<file path="config.mk">
export PLATFORM = sky130hd
export DESIGN_NAME = twm_divider
export DESIGN_NICKNAME = d
export VERILOG_FILES = /design/src/twm_pkg.sv /design/src/twm_divider.sv
export SDC_FILE = /design/constraint.sdc
export NUM_CORES = 2
export LEC_CHECK = 0
export CAP_MARGIN = 20
export CORE_MARGIN = 2
export CORE_UTILIZATION = 55
export CTS_BUF_LIST = sky130_fd_sc_hd__clkbuf_8
export DETAILED_ROUTE_END_ITERATION = 7
export DONT_BUFFER_PORTS = 1
export MAX_ROUTING_LAYER = met4
export PLACE_DENSITY = 0.74
export SYNTH_ARGS = -nofsm -noshare
export SYNTH_HDL_FRONTEND = slang
export SYNTH_SLANG_ARGS = --single-unit
</file>
<file path="constraint.sdc">
create_clock -name clk -period 6.4 [get_ports clk]
set_input_delay 0.96 -clock clk [delete_from_list [all_inputs] [get_ports clk]]
set_output_delay 0.96 -clock clk [all_outputs]
set_load 0.05 [all_outputs]
</file>
<file path="src/twm_pkg.sv">
// Shared types, widths and codes for the trapezoid weight mapper.
// No dependencies.
`timescale 1ns / 1ps
package twm_pkg;

	localparam int W      = 24;         // weight width, Q8.16
	localparam int F      = 16;         // fraction bits
	localparam int DW     = W + 1;      // width of a breakpoint difference
	localparam int PW     = 2 * DW;     // width of the exact product
	localparam int QB     = W + 2;      // quotient bits kept by the divider
	localparam int NDIV   = (QB + 1) / 2; // divider stages, two bits each
	localparam int RW     = W + 3;      // width of the unsaturated result

	localparam logic signed [W-1:0] ONE_Q = W'(1) << F;

	localparam logic [2:0] SEG_BELOW   = 3'd0;
	localparam logic [2:0] SEG_RISE    = 3'd1;
	localparam logic [2:0] SEG_PLATEAU = 3'd2;
	localparam logic [2:0] SEG_FALL    = 3'd3;
	localparam logic [2:0] SEG_ABOVE   = 3'd4;

	localparam logic [2:0] REG_DRIVER_LOW  = 3'd0;
	localparam logic [2:0] REG_DRIVER_HIGH = 3'd1;
	localparam logic [2:0] REG_RISE_START  = 3'd2;
	localparam logic [2:0] REG_RISE_END    = 3'd3;
	localparam logic [2:0] REG_FALL_START  = 3'd4;
	localparam logic [2:0] REG_FALL_END    = 3'd5;
	localparam logic [2:0] REG_DRIVEN_LOW  = 3'd6;
	localparam logic [2:0] REG_DRIVEN_HIGH = 3'd7;

	typedef struct packed {
		logic signed [W-1:0] weight;
		logic                animating;
		logic                driven_animates;
	} in_t;

	typedef struct packed {
		logic signed [W-1:0] mapped_weight;
		logic signed [W-1:0] applied_weight;
		logic [2:0]          segment;
		logic                saturated;
	} out_t;

	typedef struct packed {
		logic signed [W-1:0] driver_low;
		logic signed [W-1:0] driver_high;
		logic signed [W-1:0] rise_start;
		logic signed [W-1:0] rise_end;
		logic signed [W-1:0] fall_start;
		logic signed [W-1:0] fall_end;
		logic signed [W-1:0] driven_low;
		logic signed [W-1:0] driven_high;
	} cfg_t;

	// Sideband that rides along with an item through the divider.
	typedef struct packed {
		logic signed [W-1:0] applied;
		logic [2:0]          seg;
		logic signed [W-1:0] base;
		logic                interp;
		logic                neg;
	} meta_t;

endpackage

</file>
<file path="src/twm_divider.sv">
// Multiply and restoring divide pipeline: |n1|*|n2| / |den|, two quotient
// bits per stage, with overflow detection. Depends on twm_pkg.
`timescale 1ns / 1ps
module twm_divider import twm_pkg::*; (
	input  logic            clk,
	input  logic            arst_n,
	input  logic            en,
	input  logic            v_in,
	input  meta_t           meta_in,
	input  logic [DW-1:0]   mag1,
	input  logic [DW-1:0]   mag2,
	input  logic [DW-1:0]   den,
	output logic            v_out,
	output meta_t           meta_out,
	output logic [QB-1:0]   quo,
	output logic            ovf
);

	// product stage
	logic            v_m;
	meta_t           meta_m;
	logic [PW-1:0]   prod_m;
	logic [DW-1:0]   den_m;

	always_ff @(posedge clk or negedge arst_n) begin
		if (!arst_n) v_m <= 1'b0;
		else if (en) v_m <= v_in;
	end

	always_ff @(posedge clk) begin
		if (en) begin
			meta_m <= meta_in;
			prod_m <= PW'(mag1) * PW'(mag2);
			den_m  <= den;
		end
	end

	// stage arrays: index 0 is the overflow check, then NDIV divide stages
	logic            v_d    [NDIV+1];
	meta_t           meta_d [NDIV+1];
	logic [DW-1:0]   rem_d  [NDIV+1];
	logic [QB-1:0]   low_d  [NDIV+1];
	logic [QB-1:0]   quo_d  [NDIV+1];
	logic [DW-1:0]   den_d  [NDIV+1];
	logic            ovf_d  [NDIV+1];

	always_ff @(posedge clk or negedge arst_n) begin
		if (!arst_n) v_d[0] <= 1'b0;
		else if (en) v_d[0] <= v_m;
	end

	always_ff @(posedge clk) begin
		if (en) begin
			meta_d[0] <= meta_m;
			// quotient would need more than QB bits
			ovf_d[0]  <= DW'(prod_m[PW-1:QB]) >= den_m;
			rem_d[0]  <= DW'(prod_m[PW-1:QB]);
			low_d[0]  <= prod_m[QB-1:0];
			quo_d[0]  <= '0;
			den_d[0]  <= den_m;
		end
	end

	for (genvar s = 0; s < NDIV; s++) begin : g_div
		logic [DW-1:0] rem_n;
		logic [QB-1:0] low_n;
		logic [QB-1:0] quo_n;
		logic [DW:0]   t0, t1;

		always_comb begin
			rem_n = rem_d[s];
			low_n = low_d[s];
			quo_n = quo_d[s];
			t0 = {rem_n, low_n[QB-1]};
			if (t0 >= {1'b0, den_d[s]}) begin
				rem_n = DW'(t0 - {1'b0, den_d[s]});
				quo_n = {quo_n[QB-2:0], 1'b1};
			end else begin
				rem_n = t0[DW-1:0];
				quo_n = {quo_n[QB-2:0], 1'b0};
			end
			low_n = {low_n[QB-2:0], 1'b0};
			t1 = {rem_n, low_n[QB-1]};
			if (2 * s + 1 < QB) begin
				if (t1 >= {1'b0, den_d[s]}) begin
					rem_n = DW'(t1 - {1'b0, den_d[s]});
					quo_n = {quo_n[QB-2:0], 1'b1};
				end else begin
					rem_n = t1[DW-1:0];
					quo_n = {quo_n[QB-2:0], 1'b0};
				end
				low_n = {low_n[QB-2:0], 1'b0};
			end
		end

		always_ff @(posedge clk or negedge arst_n) begin
			if (!arst_n) v_d[s+1] <= 1'b0;
			else if (en) v_d[s+1] <= v_d[s];
		end

		always_ff @(posedge clk) begin
			if (en) begin
				meta_d[s+1] <= meta_d[s];
				rem_d[s+1]  <= rem_n;
				low_d[s+1]  <= low_n;
				quo_d[s+1]  <= quo_n;
				den_d[s+1]  <= den_d[s];
				ovf_d[s+1]  <= ovf_d[s];
			end
		end
	end

	assign v_out    = v_d[NDIV];
	assign meta_out = meta_d[NDIV];
	assign quo      = quo_d[NDIV];
	assign ovf      = ovf_d[NDIV];

endmodule

</file>
==> impl_results.md <==
* Run status: complete, but fails checks
* Failing checks: design-rule violations
* Final hold viol count at 0
* F_max at 161.2 MHz
* Share of layout cells above drive strength 1 at between 10% and 20%
* Placer Congestion at 0.9618
* Clock-pin slew on the worst setup and hold paths at approximately 60 ps
* Area Overhead vs Synth at 12.70%
* Most frequent cells in the layout: 1897 x edfxtp_1, 1197 x inv_1, 840 x ha_1
* Area leader, netlist: edfxtp_1
* Sequential fraction of the synthesis area at 48.89%
* Mapped Cells at between 9000 and 10000
* Slew margin rel. at ~4.8%
* Register Area at roughly 0.057 mm²
* Die area at between 0.2 and 0.25 mm²
* DR pass1 iterations at 8
* Synth unique cells at 95
* Number of fill cells at approximately 16000
* Die H at 465.8 µm
* CTS tree: yes
* Layout Cells excl Fill at between 10000 and 15000
* Net count after synthesis at around 11000
* DR iter-0 viols at ~5700
* Worst setup EP type: flop
* Slew @ Worst Pin at roughly 1400 ps
* Via/cell ratio at around 5.6
* Die Wd at roughly 470 µm
* Hpwl dp at around 190000 µm
* CTS sink cnt at 1912
* Crit path max fanout at 24
* Post-route ant nets at 0
* Flops & latches, synth at ~1900
* Final Setup Violations at 0
* Tcrit/Tclk final at 96.92%
* Initial antenna violation count at 4
* Synth Cell Area at ~0.12 mm²
* Final Hold Slack at 93.13 ps
* Total GRT Usage at 23.97%
* Average wire per standard cell at between 15 and 20 µm
* Detailed-route wire length at ~250000 µm
* Fin Clk Skew at between 100 and 150 ps
* Most common library cell in the layout ignoring fill and taps: edfxtp_1
* Worst R2R Setup Slack at a little under 200 ps
* Placed Instance Area at 0.1250 mm²
* Max Slew Vio Count at 0
* Initial Util at 55.30%
* Clock latency on the worst-skew pair at roughly 1100 ps
* Post-synth EDFFs at 1897
* Total gr overflow at 0
* I/O Buffers at 0
* Ys async rst share at less than 1%
* Final nets at ~12000
* Crit path kind: flop to flop
* Num CTS Buffers at 330
* Post-layout minimum cycle time at 6203 ps
* Hold Crit Class: input port to flop
* Worst path arrival time at slightly below 7000 ps
* Multi-input logic area at around 0.055 mm²
* Placed insts at between 10000 and 15000
* Clk buf depth at 4
* Top-area cell type share of the netlist area at 48.57%
* Maxcap violations at 0
* Syn_area_per_cell at approximately 12 µm²
* Main synth FF type: edfxtp_1
* Via count at between 70000 and 80000
* Site row count at around 170
* Vias in the first global route at just under 80000
* Finished Cell Area at ~0.13 mm²
* Yosys synthesis warning count at 0
* First-pass GRT wire length at approximately 400000 µm
* Main area contributors after synthesis: edfxtp_1 49%, fa_1 9.4%, ha_1 9.2%, inv_1 3.6%, mux2_2 3.4%
* Startpoint Class: flop
* CP required at 7110 ps
* Largest net degree at the start of global routing at about 290
* Drt drc at 12
* Clk root buf: clkbuf_8
* Core footprint at approximately 0.21 mm²
* I/O Pins at between 200 and 250
* H-tree Lvls at 5
[final cells by class]
class | instances | share of cell area (%)
Sequential cell | 1912 | 43.38
Multi-Input combinational cell | 6490 | 41.82
Timing Repair Buffer | 685 | 4.347
Clock buffer | 334 | 3.478
Inverter | 1121 | 3.187
Tap cell | 2821 | 2.671
Clock inverter | 236 | 1.108
Antenna cell | 4 | 0.007573
[registers in the layout, indices dropped and copies added (netlist names)]
register,count
meta_m,53
den_m,25
rem_d,324
den_d,325
low_d,182
v_d,13
v_out,1
quo_d,182
v_m,1
meta_d,742
prod_m,50
ovf_d,14
[worst max-delay path, stage by stage, from the launching register on]
cell      delay, ps
edfxtp_1        390
inv_1            80
ha_1            190
inv_1            60
fa_1            400
a21oi_1         230
o22ai_1         180
o221a_2         300
o21ai_0         190
a21oi_1         100
or3_4           420
buf_4           190
mux2_2          290
ha_1            360
o21a_1          190
o21ai_1         180
a311oi_1         90
or4b_1          610
a311oi_2        300
o21bai_2        210
nand2_1         150
a21oi_2         230
inv_4           170
mux2_1          370
[metrics by stage]
stage,utilization [%],TNS (ps),setup slack [ps]
4_1_cts,62.16,0,22.26
5_1_grt,62.31,-663.1,-54.49
6_report,62.32,0,197.4
3_5_place_dp,58.94,-20810,-733.8
3_3_place_gp,58.93,-29180,-768.3
2_1_floorplan,-,-5373,-478.9
[cell families after synthesis]
group	share of synthesized area, %
AND/OR/NAND/NOR	9.382
flip-flops	48.89
AO/OA/AOI/OAI	10.31
adder cells (fa/ha/maj)	18.57
buffers and inverters	4.718
XOR/XNOR	4.078
multiplexers	4.053
[worst paths after layout]
| check | cells after the start | startpoint | endpoint |
|---|---|---|---|
| max | 23 | low_d[0][181]$_DFFE_PP_ | rem_d[0][187]$_DFFE_PP_ |
| min | 0 | den[4] | den_m[4]$_DFFE_PP_ |
| max reg2reg | 23 | low_d[0][181]$_DFFE_PP_ | rem_d[0][187]$_DFFE_PP_ |
| min reg2reg | 0 | quo_d[0][52]$_DFFE_PP_ | quo_d[0][80]$_DFFE_PP_ |
| max in group asynchronous | 1 | arst_n | v_out$_DFFE_PN0P_ |
| min in group asynchronous | 1 | arst_n | v_d[9]$_DFFE_PN0P_ |
[repair_timing]
action                                 CTS  global route
gates resized for setup                 14            70
buffers inserted                         2             4
gates cloned                             0             1
endpoints found under the hold margin  122             0
setup endpoints to repair              120           265
pin swaps                                6            13
hold buffers                            69             0
[per-layer routing]
metal | GRT usage [%] | wire [µm] | up-vias
met5 | - | 0 | -
met4 | 8.146 | 8327 | 0
met3 | 3.030 | 11230 | 536
met2 | 39.59 | 124700 | 1956
met1 | 30.68 | 110400 | 37217
li1 | - | - | 36377
[cells in the mapped netlist, types with 106 or more instances]
master and count:
edfxtp_1 1897, inv_1 1117, ha_1 859, nand2_1 713, a21oi_1 573, fa_1 551, nor2_1 423, xnor2_1 380
o21ai_0 362, and2_1 360, mux2_2 352, a21o_1 288, clkbuf_1 175, xor2_1 166, nand3_1 129, nor3_1 108
o21a_1 106
Power is left out: the tool's default activity adds up to more than one toggle a clock period on the data nets, which glitch-free logic cannot reach.
