<file path="src/twm_pkg.sv">
// Shared types, widths and codes for the trapezoid weight mapper.
// No dependencies.
`timescale 1ns / 1ps
package twm_pkg;

	localparam int W      = 24;         // weight width, Q8.16
	localparam int F      = 16;         // fraction bits
	localparam int DW     = W + 1;      // width of a breakpoint difference
	localparam int PW     = 2 * DW;     // width of the exact product
	localparam int QB     = W + 2;      // quotient bits kept by the divider
	localparam int NDIV   = (QB + 1) / 2; // divider stages, two bits each
	localparam int RW     = W + 3;      // width of the unsaturated result

	localparam logic signed [W-1:0] ONE_Q = W'(1) << F;

	localparam logic [2:0] SEG_BELOW   = 3'd0;
	localparam logic [2:0] SEG_RISE    = 3'd1;
	localparam logic [2:0] SEG_PLATEAU = 3'd2;
	localparam logic [2:0] SEG_FALL    = 3'd3;
	localparam logic [2:0] SEG_ABOVE   = 3'd4;

	localparam logic [2:0] REG_DRIVER_LOW  = 3'd0;
	localparam logic [2:0] REG_DRIVER_HIGH = 3'd1;
	localparam logic [2:0] REG_RISE_START  = 3'd2;
	localparam logic [2:0] REG_RISE_END    = 3'd3;
	localparam logic [2:0] REG_FALL_START  = 3'd4;
	localparam logic [2:0] REG_FALL_END    = 3'd5;
	localparam logic [2:0] REG_DRIVEN_LOW  = 3'd6;
	localparam logic [2:0] REG_DRIVEN_HIGH = 3'd7;

	typedef struct packed {
		logic signed [W-1:0] weight;
		logic                animating;
		logic                driven_animates;
	} in_t;

	typedef struct packed {
		logic signed [W-1:0] mapped_weight;
		logic signed [W-1:0] applied_weight;
		logic [2:0]          segment;
		logic                saturated;
	} out_t;

	typedef struct packed {
		logic signed [W-1:0] driver_low;
		logic signed [W-1:0] driver_high;
		logic signed [W-1:0] rise_start;
		logic signed [W-1:0] rise_end;
		logic signed [W-1:0] fall_start;
		logic signed [W-1:0] fall_end;
		logic signed [W-1:0] driven_low;
		logic signed [W-1:0] driven_high;
	} cfg_t;

	// Sideband that rides along with an item through the divider.
	typedef struct packed {
		logic signed [W-1:0] applied;
		logic [2:0]          seg;
		logic signed [W-1:0] base;
		logic                interp;
		logic                neg;
	} meta_t;

endpackage

</file>
<file path="src/twm_front.sv">
// Front end: clamp, segment decode and slope operand select (two stages).
// Depends on twm_pkg.
`timescale 1ns / 1ps
module twm_front import twm_pkg::*; (
	input  logic            clk,
	input  logic            arst_n,
	input  logic            en,
	input  logic            in_valid,
	input  in_t             in_item,
	input  cfg_t            cfg,
	output logic            v_s2,
	output meta_t           meta_s2,
	output logic [DW-1:0]   mag1_s2,
	output logic [DW-1:0]   mag2_s2,
	output logic [DW-1:0]   den_s2
);

	logic                v_s1;
	logic                anim_s1;
	logic signed [W-1:0] cur_s1;
	logic signed [W-1:0] cur;

	always_comb begin
		cur = in_item.weight;
		if (!in_item.animating) begin
			if (cur < cfg.driver_low) cur = cfg.driver_low;
			if (cur > cfg.driver_high) cur = cfg.driver_high;
		end
	end

	always_ff @(posedge clk or negedge arst_n) begin
		if (!arst_n) begin
			v_s1 <= 1'b0;
		end else if (en) begin
			// drop animating items whose driven side does not animate
			v_s1 <= in_valid && !(in_item.animating && !in_item.driven_animates);
		end
	end

	always_ff @(posedge clk) begin
		if (en) begin
			cur_s1  <= cur;
			anim_s1 <= in_item.animating;
		end
	end

	// Segment decode and choice of slope endpoints
	logic signed [W-1:0]  a, b, from_v, to_v;
	meta_t                meta;
	logic signed [DW-1:0] n1, n2, den;

	always_comb begin
		meta.applied = cur_s1;
		meta.seg     = SEG_BELOW;
		meta.base    = cfg.driven_low;
		meta.interp  = 1'b0;
		a      = cfg.rise_start;
		b      = cfg.rise_end;
		from_v = cfg.driven_low;
		to_v   = cfg.driven_high;
		if (anim_s1 && cur_s1 < cfg.rise_start) begin
			meta.seg = SEG_BELOW;
			if (cfg.rise_start != cfg.driver_low) meta.base = cfg.driven_low;
			else if (cfg.rise_start == cfg.rise_end) meta.base = cfg.driven_high;
			else meta.interp = 1'b1;
		end else if (anim_s1 && cur_s1 > cfg.fall_end) begin
			meta.seg = SEG_ABOVE;
			a      = cfg.fall_start;
			b      = cfg.fall_end;
			from_v = cfg.driven_high;
			to_v   = cfg.driven_low;
			if (cfg.fall_end != cfg.driver_high) meta.base = cfg.driven_low;
			else if (cfg.fall_end == cfg.fall_start) meta.base = cfg.driven_high;
			else meta.interp = 1'b1;
		end else if (cur_s1 <= cfg.rise_start) begin
			meta.seg  = SEG_BELOW;
			meta.base = (cfg.rise_start == cfg.rise_end && cfg.rise_start <= cfg.driver_low)
				? cfg.driven_high : cfg.driven_low;
		end else if (cur_s1 <= cfg.rise_end) begin
			meta.seg    = SEG_RISE;
			meta.interp = 1'b1;
		end else if (cur_s1 <= cfg.fall_start) begin
			meta.seg  = SEG_PLATEAU;
			meta.base = cfg.driven_high;
		end else if (cur_s1 <= cfg.fall_end) begin
			meta.seg    = SEG_FALL;
			meta.interp = 1'b1;
			a      = cfg.fall_start;
			b      = cfg.fall_end;
			from_v = cfg.driven_high;
			to_v   = cfg.driven_low;
		end else begin
			meta.seg  = SEG_ABOVE;
			meta.base = (cfg.fall_start >= cfg.driver_high) ? cfg.driven_high : cfg.driven_low;
		end
		if (meta.interp) meta.base = from_v;
		n1  = DW'(cur_s1) - DW'(a);
		n2  = DW'(to_v) - DW'(from_v);
		den = DW'(b) - DW'(a);
		meta.neg = n1[DW-1] ^ n2[DW-1] ^ den[DW-1];
	end

	always_ff @(posedge clk or negedge arst_n) begin
		if (!arst_n) begin
			v_s2 <= 1'b0;
		end else if (en) begin
			v_s2 <= v_s1;
		end
	end

	always_ff @(posedge clk) begin
		if (en) begin
			meta_s2 <= meta;
			mag1_s2 <= n1[DW-1] ? DW'(-n1) : DW'(n1);
			mag2_s2 <= n2[DW-1] ? DW'(-n2) : DW'(n2);
			den_s2  <= den[DW-1] ? DW'(-den) : DW'(den);
		end
	end

endmodule

</file>
<file path="config.mk">
export PLATFORM = sky130hd
export DESIGN_NAME = twm_front
export DESIGN_NICKNAME = d
export VERILOG_FILES = /design/src/twm_pkg.sv /design/src/twm_front.sv
export SDC_FILE = /design/constraint.sdc
export NUM_CORES = 1
export LEC_CHECK = 0
export BUFFER_PORTS_ARGS = -buffer_cell sky130_fd_sc_hd__buf_2
export CORE_MARGIN = 10
export CORE_UTILIZATION = 40
export DETAILED_ROUTE_END_ITERATION = 8
export GPL_TIMING_DRIVEN = 1
export PLACE_DENSITY = 0.64
export SLEW_MARGIN = 15
export SYNTH_ARGS = -nofsm -noshare
export SYNTH_HDL_FRONTEND = slang
export SYNTH_SLANG_ARGS = --single-unit
export TNS_END_PERCENT = 20
</file>
<file path="constraint.sdc">
create_clock -name clk -period 19.1 [get_ports clk]
set_input_delay 5.73 -clock clk [delete_from_list [all_inputs] [get_ports clk]]
set_output_delay 5.73 -clock clk [all_outputs]
set_load 0.01 [all_outputs]
</file>
==> results.sh <==
export IMPL_ir_drop_uv=90.3
export IMPL_yosysWarningCount=0
export IMPL_wl_per_cell_um=23.2
export IMPL_synth_nets=2543
export IMPL_place_area_sq_mm=0.0206
export IMPL_total_power_w=0.00246
export IMPL_clkPwrFrac=0.135
export IMPL_synth_edff_count=153
export IMPL_layoutNonFillerInstCount=2993
export IMPL_synthTopCellsByArea="edfxtp_1, ha_1, xnor2_1"
export IMPL_fin_ws_ps=5560
export IMPL_hold_path_class="flip-flop to flip-flop"
export IMPL_drive_gt1_frac=0.210
export IMPL_grt_setup_unrepaired="no"
export IMPL_fin_skew_ps=11.3
export IMPL_hold_violations=0
export IMPL_dr_pass1_iters=5
export IMPL_yosys_area_top_type="edfxtp_1"
export IMPL_fmax_ghz=0.0738
export IMPL_fin_setup_tns_ps=0
export IMPL_postCtsSetupRepairBufs=0
export IMPL_slowest_delay_ps=780
export IMPL_io_buffers=350
export IMPL_min_period_over_period=0.709
export IMPL_crit_type="input pin to flip-flop"
export IMPL_slowest_stage="o21ai_0"
export IMPL_cts_buffers=17
export IMPL_coreArea_sq_mm=0.0453
export IMPL_gr_usage_met2=0.403
export IMPL_synth_cell_types=94
export IMPL_die_area_sq_mm=0.0546
export IMPL_cts_resized_gates=0
export IMPL_top_usage_layer="met2"
export IMPL_clockBufferDepth=2
export IMPL_p_seq_frac=0.244
export IMPL_switching_share=0.461
export IMPL_fill_cells=4446
export IMPL_synth_common_cells="ha_1, inv_1, edfxtp_1, a21oi_1, o21ai_0"
export IMPL_io_pins=351
export IMPL_yosys_cell_count_top_type="ha_1"
export IMPL_clock_latency_ps=490
export IMPL_clock_sinks=155
export IMPL_drc=0
export IMPL_gp_congestion=0.993
export IMPL_postSynthCellCount=2060
export IMPL_power_density_mw_per_mm2=116
export IMPL_clkSlewWorstSetupHoldPaths_ps=70
export IMPL_die_y_um=234
export IMPL_ys_seq_area_frac=0.255
export IMPL_met1_usage=0.329
export IMPL_drv_slew=0
export IMPL_synth_avg_cell_area_sq_um=8.86
export IMPL_wl_mm=69.4
export IMPL_start_util=0.403
export IMPL_cts_tree="built"
export IMPL_start_kind="input pin"
export IMPL_internal_power_w=0.00133
export IMPL_ant_nets=0
export IMPL_status="completed"
export IMPL_max_slew_margin_rel=0.351
export IMPL_period_needed_ps=13540
export IMPL_final_area_sq_mm=0.0212
export IMPL_setup_viol=0
export IMPL_grt_antenna_before_repair=5
export IMPL_p_sw_w=0.00113
export IMPL_crit_path_frequent_cell="a21oi_1"
export IMPL_async_flop_share=0.0129
export IMPL_endpoint_kind="flip-flop"
export IMPL_cts_root_buffer="clkbuf_16"
export IMPL_synth_top_cell_area_share=0.252
export IMPL_ys_seq_elements=155
export IMPL_vias=17358
export IMPL_grtUsageMet3=0.0507
export IMPL_required_ps=19340
export IMPL_fp_row_count=78
export IMPL_dominantRegCellSynth="edfxtp_1"
export IMPL_finalNetCount=2861
export IMPL_routed_via_density=5.80
export IMPL_cts_hold_fix_buffers=0
export IMPL_die_w_um=234
export IMPL_grt_max_degree=90
export IMPL_dp_hpwl_mm=58.6
export IMPL_drtIter0Drc=1471
export IMPL_arrival_ps=13780
export IMPL_power_frac_comb=0.621
export IMPL_pre_cts_slack_ps=5150
export IMPL_htree_levels=4
export IMPL_crit_path_max_fanout=27
export IMPL_grt_pass1_vias=17033
export IMPL_syn_to_final_growth_pct=16.0
export IMPL_grt_total_usage=0.249
export IMPL_drv_cap=0
export IMPL_gr_total_overflow=0
export IMPL_grt_pass1_wl_mm=103
export IMPL_placed_cells=2959
export IMPL_synth_area_sq_mm=0.0182
export IMPL_worstMarginPinSlew_ps=963
export IMPL_p_leak_nw=9.75
-- final cells by class --
type | count | area, sq um | share of cell area
sequential | 155 | 4640 | 0.219
antenna | 2 | 5.00 | 0.000236
inverter | 193 | 724 | 0.0342
clock inverter | 15 | 128 | 0.00603
tap | 600 | 751 | 0.0355
timing repair buffer | 358 | 1820 | 0.0859
clock buffer | 17 | 425 | 0.0201
multi-input combinational | 1653 | 12700 | 0.599
-- per-stage QoR --
stage,hold WS [ps],util
6_report,466,0.467
2_1_floorplan,426,-
3_3_place_gp,436,0.455
3_5_place_dp,457,0.455
4_1_cts,474,0.467
5_1_grt,480,0.467
-- registers in the layout, indices dropped and copies added, names as in the netlist --
name     count
mag2_s2     25
anim_s1      1
v_s2         1
mag1_s2     25
cur_s1      24
den_s2      25
meta_s2     53
v_s1         1
-- critical path: cells and delay by family --
family	cells	cell delay, ps
simple gates	5	1190
fa+ha+maj	3	970
mux	1	250
buf+inv	3	260
compound gates	19	5150
xor+xnor	1	200
-- logic make-up (layout without fill, tap and decap cells) --
logic type | count (synthesis) | after routing | share of synthesized area
flip-flops | 155 | 155 | 0.255
AND/OR/NAND/NOR | 543 | 543 | 0.154
XOR/XNOR | 188 | 188 | 0.0902
buffers and inverters | 252 | 583 | 0.0528
adder cells (fa/ha/maj) | 262 | 262 | 0.181
AO/OA/AOI/OAI | 519 | 519 | 0.185
multiplexers | 141 | 141 | 0.0830
other | 0 | 2 | 0
-- power groups by stage --
| stage | Combinational (W) | Sequential (W) | Clock, W |
|---|---|---|---|
| after global routing | 0.00168 | 0.000609 | 0.000352 |
| after global placement | 0.00149 | 0.000605 | 0 |
| final | 0.00153 | 0.000600 | 0.000333 |
| after CTS | 0.00152 | 0.000602 | 0.000342 |
| after floorplan | 0.00102 | 0.000640 | 0 |
| after detailed placement | 0.00152 | 0.000608 | 0 |
-- metal layers --
layer  wire (um)  share of wire
met4        1700          0.024
met1       30100           0.43
met2       32300           0.47
met5          36        0.00052
met3        5260          0.076
-- worst paths after layout --
kind	start	slack, ps	end	depth (start not counted)
worst min-delay path	cur_s1[0]	470	meta_s2[29]	0
worst max register to register	cur_s1[23]	10280	mag2_s2[21]	30
min in group asynchronous	arst_n	5010	v_s1	1
max in group asynchronous	arst_n	14000	v_s2	1
worst max-delay path	cfg[71]	5560	mag2_s2[21]	32
worst min register to register	cur_s1[0]	470	meta_s2[29]	0
-- cells in the final DEF, fill, tap and decap left out, types with 10 or more instances in the layout --
cell type	count
nand2_1	116
a21oi_1	149
nor3_1	43
clkbuf_16	17
and3_1	13
a211oi_1	13
mux2_2	79
nand2b_1	33
o211ai_1	10
nand3_1	35
xnor2_1	113
a21boi_0	10
o31ai_1	21
xor2_1	75
nor4_1	21
nor2b_1	39
mux2i_1	61
inv_1	193
or3_1	12
edfxtp_1	153
o21ai_0	125
ha_1	258
o21a_1	22
nand4_1	65
nor2_1	121
a31oi_1	34
a21o_1	40
buf_2	349
Note: power is estimated with default switching activity, not from simulation.
